==> src/date_key_sort_and_cut_assert.svh <==
// ----------------------------------------------------------------------------
// date_key_sort_and_cut_assert.svh
// Assertion macros for the date key sort block; they compile away in synthesis.
// ----------------------------------------------------------------------------
`ifndef DATE_KEY_SORT_AND_CUT_ASSERT_SVH
`define DATE_KEY_SORT_AND_CUT_ASSERT_SVH

`ifndef SYNTHESIS

// Check that a condition implies another condition in the same cycle.
`define DKSC_ASSERT_NOW(label, cond, prop) \
  label: assert property (@(posedge clk) disable iff (!rst_n) (cond) |-> (prop)) \
    else $error("date_key_sort_and_cut: check failed");

// Check that a condition implies another condition in the next cycle.
`define DKSC_ASSERT_NEXT(label, cond, prop) \
  label: assert property (@(posedge clk) disable iff (!rst_n) (cond) |=> (prop)) \
    else $error("date_key_sort_and_cut: check failed");

`else

`define DKSC_ASSERT_NOW(label, cond, prop)
`define DKSC_ASSERT_NEXT(label, cond, prop)

`endif

`endif

==> src/dksc_pkg.sv <==
// ----------------------------------------------------------------------------
// dksc_pkg
// Shared types, constants and helpers of the date key sort block.
// ----------------------------------------------------------------------------
`timescale 1ns / 1ps

package dksc_pkg;

  localparam int MAX_RECORDS = 64;
  localparam int ADDR_W      = $clog2(MAX_RECORDS);
  localparam int CNT_W       = $clog2(MAX_RECORDS + 1);

  localparam int ID_W    = 10;
  localparam int DAY_W   = 5;
  localparam int MONTH_W = 4;
  localparam int YEAR_W  = 12;
  localparam int KEY_W   = YEAR_W + MONTH_W + DAY_W;

  localparam logic [YEAR_W-1:0] CUTOFF_RESET = YEAR_W'(2000);

  // One stored record.
  typedef struct packed {
    logic [ID_W-1:0]    id;
    logic [DAY_W-1:0]   day;
    logic [MONTH_W-1:0] month;
    logic [YEAR_W-1:0]  year;
  } rec_t;

  // Commands from the controller to the datapath.
  typedef struct packed {
    logic load;       // store the input word, or flag the drop when full
    logic sort_init;  // set up the first pass
    logic rd;         // read the store at the index
    logic take_cur;   // take the read word as the carried record
    logic cmp;        // compare carried and read records, write back the lower
    logic pass_end;   // write the carried record at the pass limit
    logic em_init;    // set up the emission sweep
    logic push_pend;  // hand the pending record to the output, not last
    logic accept_rd;  // take the read word as the pending record, advance
    logic push_last;  // hand the final word of the run to the output
    logic clr_run;    // clear count and drop flag for the next run
  } cmd_t;

  // Status from the datapath to the controller.
  typedef struct packed {
    logic cnt_one;
    logic idx_at_lim;
    logic lim_one;
    logic qual;
    logic pend_valid;
    logic out_free;
  } status_t;

  // Sort key: year, then month, then day.
  function automatic logic [KEY_W-1:0] date_key(input rec_t r);
    date_key = {r.year, r.month, r.day};
  endfunction

endpackage

==> src/date_key_sort_and_cut.sv <==
// Collects dated records one word per cycle until a word marked final, then
// sorts them stably by year, month and day and sends out, in that order,
// every record whose year is below cutoff_year; the last word of a run carries
// end_of_run, and a run with no such record gives one word with none_found.
// Records beyond the 64-entry store are dropped and reported in dropped. The
// store is a single-port memory with a registered read. A bubble pass writes
// back the lower of the carried and each read record, then the carried one
// at the pass limit; emission hands on the held record as each read one
// qualifies. Inputs are stalled from the final word until the run's last word
// is handed to the output register.
// ----------------------------------------------------------------------------
// date_key_sort_and_cut
// Top level: configuration register, controller and datapath.
// ----------------------------------------------------------------------------
`timescale 1ns / 1ps

`include "date_key_sort_and_cut_assert.svh"

module date_key_sort_and_cut (
  input  logic                         clk,
  input  logic                         rst_n,
  input  logic                         cfg_we,
  input  logic [dksc_pkg::YEAR_W-1:0]  cfg_wdata,
  input  logic                         in_valid,
  output logic                         in_stall,
  input  logic [dksc_pkg::ID_W-1:0]    in_record_id,
  input  logic [dksc_pkg::DAY_W-1:0]   in_birth_day,
  input  logic [dksc_pkg::MONTH_W-1:0] in_birth_month,
  input  logic [dksc_pkg::YEAR_W-1:0]  in_birth_year,
  input  logic                         in_final_item,
  output logic                         out_valid,
  input  logic                         out_stall,
  output logic [dksc_pkg::ID_W-1:0]    out_id,
  output logic [dksc_pkg::DAY_W-1:0]   out_day,
  output logic [dksc_pkg::MONTH_W-1:0] out_month,
  output logic [dksc_pkg::YEAR_W-1:0]  out_year,
  output logic                         out_none_found,
  output logic                         out_dropped,
  output logic                         out_end_of_run
);
  import dksc_pkg::*;

  logic [YEAR_W-1:0] cutoff_r;
  cmd_t              cmd;
  status_t           sts;
  rec_t              in_rec;
  rec_t              out_rec;

  // Hold the cutoff year
  always_ff @(posedge clk) begin
    if (!rst_n) begin
      cutoff_r <= CUTOFF_RESET;
    end else if (cfg_we) begin
      cutoff_r <= cfg_wdata;
    end
  end

  assign in_rec.id    = in_record_id;
  assign in_rec.day   = in_birth_day;
  assign in_rec.month = in_birth_month;
  assign in_rec.year  = in_birth_year;

  dksc_ctrl u_ctrl (
    .clk           (clk),
    .rst_n         (rst_n),
    .in_valid      (in_valid),
    .in_final_item (in_final_item),
    .in_stall      (in_stall),
    .sts           (sts),
    .cmd           (cmd)
  );

  dksc_dp u_dp (
    .clk       (clk),
    .rst_n     (rst_n),
    .cmd       (cmd),
    .sts       (sts),
    .in_rec    (in_rec),
    .cutoff    (cutoff_r),
    .out_stall (out_stall),
    .out_valid (out_valid),
    .out_rec   (out_rec),
    .out_none  (out_none_found),
    .out_drop  (out_dropped),
    .out_eor   (out_end_of_run)
  );

  assign out_id    = out_rec.id;
  assign out_day   = out_rec.day;
  assign out_month = out_rec.month;
  assign out_year  = out_rec.year;

  // Checks
  `DKSC_ASSERT_NEXT(a_final_stalls, in_valid && !in_stall && in_final_item, in_stall)
  `DKSC_ASSERT_NOW(a_none_is_last, out_valid && out_none_found, out_end_of_run && out_year == '0)
  `DKSC_ASSERT_NOW(a_year_below_cut, out_valid && !out_none_found, out_year < cutoff_r)
  `DKSC_ASSERT_NOW(a_push_needs_room, cmd.push_pend || cmd.push_last, sts.out_free)

endmodule

==> src/dksc_ctrl.sv <==
// ----------------------------------------------------------------------------
// dksc_ctrl
// Controller: load, bubble passes over the store, then emission of the cut.
// ----------------------------------------------------------------------------
`timescale 1ns / 1ps

module dksc_ctrl (
  input  logic             clk,
  input  logic             rst_n,
  input  logic             in_valid,
  input  logic             in_final_item,
  output logic             in_stall,
  input  dksc_pkg::status_t sts,
  output dksc_pkg::cmd_t    cmd
);
  import dksc_pkg::*;

  localparam logic [3:0] ST_IDLE    = 4'd0;
  localparam logic [3:0] ST_INIT    = 4'd1;
  localparam logic [3:0] ST_P_RD0   = 4'd2;
  localparam logic [3:0] ST_P_CUR   = 4'd3;
  localparam logic [3:0] ST_P_RD    = 4'd4;
  localparam logic [3:0] ST_P_CMP   = 4'd5;
  localparam logic [3:0] ST_P_END   = 4'd6;
  localparam logic [3:0] ST_EM_INIT = 4'd7;
  localparam logic [3:0] ST_EM_RD   = 4'd8;
  localparam logic [3:0] ST_EM_CHK  = 4'd9;

  logic [3:0] state_r;
  logic [3:0] state_nxt;

  assign in_stall = (state_r != ST_IDLE);

  // Next state and commands
  always_comb begin
    state_nxt = state_r;
    cmd       = '0;
    case (state_r)
      ST_IDLE: begin
        if (in_valid) begin
          cmd.load = 1'b1;
          if (in_final_item) begin
            state_nxt = ST_INIT;
          end
        end
      end
      ST_INIT: begin
        cmd.sort_init = 1'b1;
        state_nxt = sts.cnt_one ? ST_EM_INIT : ST_P_RD0;
      end
      ST_P_RD0: begin
        cmd.rd    = 1'b1;
        state_nxt = ST_P_CUR;
      end
      ST_P_CUR: begin
        cmd.take_cur = 1'b1;
        state_nxt    = ST_P_RD;
      end
      ST_P_RD: begin
        cmd.rd    = 1'b1;
        state_nxt = ST_P_CMP;
      end
      ST_P_CMP: begin
        cmd.cmp   = 1'b1;
        state_nxt = sts.idx_at_lim ? ST_P_END : ST_P_RD;
      end
      ST_P_END: begin
        cmd.pass_end = 1'b1;
        state_nxt    = sts.lim_one ? ST_EM_INIT : ST_P_RD0;
      end
      ST_EM_INIT: begin
        cmd.em_init = 1'b1;
        state_nxt   = ST_EM_RD;
      end
      ST_EM_RD: begin
        cmd.rd    = 1'b1;
        state_nxt = ST_EM_CHK;
      end
      ST_EM_CHK: begin
        // hold while a push is due and the output register cannot take a word
        if (sts.qual) begin
          if (!sts.pend_valid || sts.out_free) begin
            cmd.push_pend = sts.pend_valid;
            cmd.accept_rd = 1'b1;
            state_nxt     = ST_EM_RD;
          end
        end else if (sts.out_free) begin
          cmd.push_last = 1'b1;
          cmd.clr_run   = 1'b1;
          state_nxt     = ST_IDLE;
        end
      end
      default: begin
        state_nxt = ST_IDLE;
      end
    endcase
  end

  always_ff @(posedge clk) begin
    if (!rst_n) begin
      state_r <= ST_IDLE;
    end else begin
      state_r <= state_nxt;
    end
  end

endmodule

==> src/dksc_dp.sv <==
// ----------------------------------------------------------------------------
// dksc_dp
// Datapath: record store, sort pointers, carried and pending records, output.
// ----------------------------------------------------------------------------
`timescale 1ns / 1ps

module dksc_dp (
  input  logic                         clk,
  input  logic                         rst_n,
  input  dksc_pkg::cmd_t               cmd,
  output dksc_pkg::status_t            sts,
  input  dksc_pkg::rec_t               in_rec,
  input  logic [dksc_pkg::YEAR_W-1:0]  cutoff,
  input  logic                         out_stall,
  output logic                         out_valid,
  output dksc_pkg::rec_t               out_rec,
  output logic                         out_none,
  output logic                         out_drop,
  output logic                         out_eor
);
  import dksc_pkg::*;

  rec_t mem [MAX_RECORDS];
  rec_t rdata_r;

  logic [CNT_W-1:0]  count_r;
  logic [CNT_W-1:0]  count_nxt;
  logic              ovf_r;
  logic              ovf_nxt;
  logic [CNT_W-1:0]  idx_r;
  logic [CNT_W-1:0]  idx_nxt;
  logic [ADDR_W-1:0] lim_r;
  logic [ADDR_W-1:0] lim_nxt;
  rec_t              cur_r;
  rec_t              cur_nxt;
  rec_t              pend_r;
  logic              pend_valid_r;
  logic              pend_valid_nxt;

  logic              out_valid_r;
  rec_t              out_rec_r;
  logic              out_none_r;
  logic              out_drop_r;
  logic              out_eor_r;

  logic              we;
  logic [ADDR_W-1:0] waddr;
  rec_t              wdata;
  logic [CNT_W-1:0]  idx_m1;
  logic              swap;
  logic              store_full;
  logic              out_free;

  assign idx_m1     = idx_r - 1'b1;
  assign swap       = date_key(cur_r) > date_key(rdata_r);
  assign store_full = (count_r == CNT_W'(MAX_RECORDS));
  assign out_free   = !out_valid_r || !out_stall;

  // Store write port
  always_comb begin
    we    = 1'b0;
    waddr = count_r[ADDR_W-1:0];
    wdata = in_rec;
    if (cmd.load) begin
      we = !store_full;
    end else if (cmd.cmp) begin
      we    = 1'b1;
      waddr = idx_m1[ADDR_W-1:0];
      wdata = swap ? rdata_r : cur_r;
    end else if (cmd.pass_end) begin
      we    = 1'b1;
      waddr = lim_r;
      wdata = cur_r;
    end
  end

  always_ff @(posedge clk) begin
    if (we) begin
      mem[waddr] <= wdata;
    end
    if (cmd.rd) begin
      rdata_r <= mem[idx_r[ADDR_W-1:0]];
    end
  end

  // Counters, pointers and held records
  always_comb begin
    count_nxt      = count_r;
    ovf_nxt        = ovf_r;
    idx_nxt        = idx_r;
    lim_nxt        = lim_r;
    cur_nxt        = cur_r;
    pend_valid_nxt = pend_valid_r;
    if (cmd.load) begin
      if (store_full) begin
        ovf_nxt = 1'b1;
      end else begin
        count_nxt = count_r + 1'b1;
      end
    end
    if (cmd.sort_init) begin
      idx_nxt = '0;
      lim_nxt = ADDR_W'(count_r - 1'b1);
    end
    if (cmd.take_cur) begin
      cur_nxt = rdata_r;
      idx_nxt = idx_r + 1'b1;
    end
    if (cmd.cmp) begin
      if (!swap) begin
        cur_nxt = rdata_r;
      end
      idx_nxt = idx_r + 1'b1;
    end
    if (cmd.pass_end) begin
      lim_nxt = lim_r - 1'b1;
      idx_nxt = '0;
    end
    if (cmd.em_init) begin
      idx_nxt        = '0;
      pend_valid_nxt = 1'b0;
    end
    if (cmd.accept_rd) begin
      pend_valid_nxt = 1'b1;
      idx_nxt        = idx_r + 1'b1;
    end
    if (cmd.clr_run) begin
      count_nxt      = '0;
      ovf_nxt        = 1'b0;
      pend_valid_nxt = 1'b0;
    end
  end

  always_ff @(posedge clk) begin
    if (!rst_n) begin
      count_r      <= '0;
      ovf_r        <= 1'b0;
      pend_valid_r <= 1'b0;
    end else begin
      count_r      <= count_nxt;
      ovf_r        <= ovf_nxt;
      pend_valid_r <= pend_valid_nxt;
    end
  end

  always_ff @(posedge clk) begin
    idx_r <= idx_nxt;
    lim_r <= lim_nxt;
    cur_r <= cur_nxt;
    if (cmd.accept_rd) begin
      pend_r <= rdata_r;
    end
  end

  // Output register: load on a push, drop valid once taken
  always_ff @(posedge clk) begin
    if (!rst_n) begin
      out_valid_r <= 1'b0;
    end else if (cmd.push_pend || cmd.push_last) begin
      out_valid_r <= 1'b1;
    end else if (!out_stall) begin
      out_valid_r <= 1'b0;
    end
  end

  always_ff @(posedge clk) begin
    if (cmd.push_pend) begin
      out_rec_r  <= pend_r;
      out_none_r <= 1'b0;
      out_drop_r <= ovf_r;
      out_eor_r  <= 1'b0;
    end else if (cmd.push_last) begin
      out_rec_r  <= pend_valid_r ? pend_r : '0;
      out_none_r <= !pend_valid_r;
      out_drop_r <= ovf_r;
      out_eor_r  <= 1'b1;
    end
  end

  assign out_valid = out_valid_r;
  assign out_rec   = out_rec_r;
  assign out_none  = out_none_r;
  assign out_drop  = out_drop_r;
  assign out_eor   = out_eor_r;

  // Status back to the controller
  assign sts.cnt_one    = (count_r == CNT_W'(1));
  assign sts.idx_at_lim = (idx_r == CNT_W'(lim_r));
  assign sts.lim_one    = (lim_r == ADDR_W'(1));
  assign sts.qual       = (idx_r < count_r) && (rdata_r.year < cutoff);
  assign sts.pend_valid = pend_valid_r;
  assign sts.out_free   = out_free;

endmodule

==> config.mk <==
export PLATFORM = sky130hd
export DESIGN_NAME = date_key_sort_and_cut
export DESIGN_NICKNAME = d
export VERILOG_FILES = /design/src/dksc_pkg.sv /design/src/date_key_sort_and_cut.sv /design/src/dksc_ctrl.sv /design/src/dksc_dp.sv
export VERILOG_INCLUDE_DIRS = /design/src /design/src/src
export SDC_FILE = /design/constraint.sdc
export NUM_CORES = 2
export LEC_CHECK = 0
export BUFFER_PORTS_ARGS = -buffer_cell sky130_fd_sc_hd__buf_4
export CAP_MARGIN = 40
export CORE_MARGIN = 5
export CORE_UTILIZATION = 63
export CTS_CLUSTER_DIAMETER = 120
export DETAILED_ROUTE_END_ITERATION = 10
export HOLD_SLACK_MARGIN = 0.06
export PLACE_DENSITY = 0.79
export SKIP_CTS_REPAIR_TIMING = 1
export SLEW_MARGIN = 20
export SYNTH_ARGS = -nofsm -noshare
export SYNTH_HDL_FRONTEND = slang
export SYNTH_SLANG_ARGS = --single-unit
export TNS_END_PERCENT = 100
==> constraint.sdc <==
create_clock -name clk -period 6 [get_ports clk]
set_input_delay 0.6 -clock clk [delete_from_list [all_inputs] [get_ports clk]]
set_output_delay 0.6 -clock clk [all_outputs]
set_load 0.05 [all_outputs]
==> qor.yml <==
ioPinCount: 85
yosys.area_share.adder_pct: 0.688
power.switching_uw: 7970
fin_nets: 4033
drc: 0
cp.required_ps: 6510
first_global_vias: 41824
drt-pass1-iter-count: 8
clk_path_buf_depth: 3
clock_sinks: 2150
async_flop_share_pct: 0
antenna_found_initial: 21
final_cells: 5867
cts_tree: "yes"
port_buffers: 84
mostFrequentLayoutCells: "2,091 x edfxtp_1, 651 x mux4_2, 202 x clkbuf_16"
die_w_um: 374
crit_path_top_delay_cell: "nor2_4"
syn_nets: 3778
ys.flop_type: "edfxtp_1"
critical-path-top-cell-by-count: "nand2_1"
leakagePower_uw: 0.0303
cp_max_fo: 19
cp-end-kind: "flip-flop"
rsz0062_at_grt: "false"
grt_use_total_pct: 31.6
synth_cell_types: 55
finClkSkew_ps: 58.8
drv_cap: 0
clk_latency_ps: 850
post-dp-hpwl_um: 117000
hp-class: "primary input to flip-flop"
powerDensity_nw_per_um2: 350
clk_pin_slew_ps: 60
gp_congestion: 0.856
slew-limit-headroom_pct: 29.5
dieArea_um2: 140000
fin_ws_ps: 1260
fill_cells: 6846
drtIter0Drc: 6657
synth-edff-count: 2091
status: "completed"
row_count: 133
synth-compound-area-share_pct: 0.884
avgRoutedWirePerCell_um: 38.0
fin_crit_ps: 4740
grt_pass1_wl_um: 314000
max_stage_delay_ps: 870
swShare_pct: 23.9
synth_top_family_by_area: "multiplexers"
finalSetupTns_ps: 0
worst_slew_pin_slew_ps: 1060
ant_nets: 0
grt_overflow: 0
synthTopCellsByArea: "edfxtp_1 75%, mux4_2 18%, dfxtp_1 1.4%"
internal_power_uw: 25400
slew_violations: 0
max_freq_mhz: 211
cts_buffers: 200
drt-vias-per-instance: 7.17
root_buffer: "clkbuf_16"
core_area_um2: 132000
sequentialPowerShare_pct: 50.8
num_vias: 42038
synth-simple-area-share_pct: 2.17
dp_slack_ps: 1390
dp.cells: 5468
ys_ff_latch: 2150
critical_path_class: "flip-flop to flip-flop"
cp-start-kind: "flip-flop"
cts-htree-levels: 4
pwr-share-comb_pct: 10.3
muxShareOfSynthArea_pct: 18.2
area_growth_pct: 14.1
setup_viol: 0
layout_commonest_cell: "edfxtp_1"
final_layout_size_suffix_gt1_share_pct: 31.5
yosysSeqAreaShare_pct: 76.5
grt_max_degree: 128
yosys.area.top_type_share_pct: 75.1
vdd_drop_max_mv: 0.277
arrival_ps: 5250
path_delay_family: "simple AND/OR/NAND/NOR gates"
synth-xor-area-share_pct: 0.293
synth_area_per_cell_um2: 22.7
period_share_pct: 79.0
yosysTopAreaCell: "edfxtp_1"
synthesis.area_um2: 83600
hold_viol_final: 0
p_clk_share_pct: 38.9
yosysWarnings: 0
path_cells: "nand4bb_2 -> nand2_1 -> nor2_1 -> a211oi_2 -> nand2_1 -> nor2_4 -> buf_4"
crit_buf_inv: 1
die_h_um: 374
start_util_pct: 63.5
syn_inst: 3683
finalWirelength_um: 223000
==> worst paths after layout <==
check / from / to / slack [ps] / depth (start not counted)
setup / recovery: u_ctrl.state_r[2]$_SDFFE_PN0P_ / u_dp.mem[49][12]$_DFFE_PP_ / 1260 / 7
hold / removal: cfg_wdata[5] / cutoff_r[5]$_SDFFE_PN0P_ / 50 / 3
setup reg to reg: u_ctrl.state_r[2]$_SDFFE_PN0P_ / u_dp.mem[49][12]$_DFFE_PP_ / 1260 / 7
hold reg to reg: u_dp.out_eor$_SDFFE_PP0P_ / u_dp.out_eor$_SDFFE_PP0P_ / 460 / 1
==> worst reg2reg max path: stages (launching register included) <==
cell and delay, ps:
dfxtp_1 720, nand4bb_2 370, nand2_1 390, nor2_1 130, a211oi_2 740, nand2_1 770, nor2_4 880, buf_4 400
==> Yosys cell counts (10+ instances only) <==
cell / instances
inv_1: 48
o311ai_1: 19
dfxtp_1: 59
xnor2_1: 18
edfxtp_1: 2091
xor2_1: 10
nor2_1: 106
o21ai_1: 12
nand3_1: 33
a21oi_1: 30
mux4_2: 651
and2_1: 35
mux2_1: 30
nor2b_1: 11
ha_1: 46
nand2_1: 164
mux2i_1: 21
buf_4: 17
buf_2: 47
buf_1: 14
nand4_1: 14
clkbuf_1: 113
==> registers in the layout, summed over array words and instances, names as in the netlist <==
| signal | flops |
|---|---|
| u_dp.mem | 1984 |
| u_dp.out_eor | 1 |
| u_dp.out_drop | 1 |
| u_dp.out_valid | 1 |
| u_dp.count_r | 7 |
| u_dp.pend_r | 31 |
| u_dp.idx_r | 7 |
| cutoff_r | 12 |
| u_dp.cur_r | 31 |
| u_dp.ovf_r | 1 |
| u_dp.out_rec | 31 |
| u_dp.pend_valid_r | 1 |
| u_ctrl.state_r | 4 |
| u_dp.rdata_r | 31 |
| u_dp.lim_r | 6 |
| u_dp.out_none | 1 |
==> power groups by stage <==
stage / logic, uW / registers [uW] / clock network (uW)
after CTS: 3360 / 17000 / 13100
after floorplan: 2100 / 17200 / 0
after global routing: 3630 / 17000 / 13800
after detailed placement: 3260 / 17300 / 0
after global placement: 3110 / 17300 / 0
final: 3450 / 17000 / 13000
==> kinds of logic (layout without fill, tap and decap cells) <==
group / after synthesis / count (layout)
xor gates and xnor gates: 28 / 28
other: 0 / 4
adders and majority gates: 46 / 46
and+or+nand+nor: 402 / 402
muxes: 702 / 702
buffers and inverters: 245 / 670
DFF: 2150 / 2150
AOI/OAI and AO/OA: 110 / 110
==> per-layer routing <==
layer / vias up / GRT usage, % / share of wire, %
met5: - / 0 / 0.074
met4: 24 / 10.9 / 3.8
met3: 538 / 7.08 / 11
met2: 3442 / 52.1 / 51
met1: 22007 / 42.8 / 34
li1: 16027 / - / -
==> cell type report <==
type / instances / area [um^2] / area share (%)
Antenna cell: 4 / 10.0 / 0.0105
Tap cell: 1755 / 2200 / 2.30
Clock buffer: 245 / 5240 / 5.49
Timing Repair Buffer: 249 / 2870 / 3.01
Multi-Input combinational cell: 1288 / 19600 / 20.5
Inverter: 49 / 184 / 0.193
Sequential cell: 2150 / 64000 / 67.0
Clock inverter: 127 / 1360 / 1.42
==> stage by stage <==
stage	area, um^2	total power (uW)	util (%)	hold WS, ps
finish	95400	33400	72.5	52.0
global route	95400	34400	72.5	62.1
CTS	95000	33400	72.2	-55.0
detailed placement	88400	20500	67.2	451
global placement	87300	20400	66.4	420
floorplan	83600	19300	-	409
(Power assumes the default switching activity.)
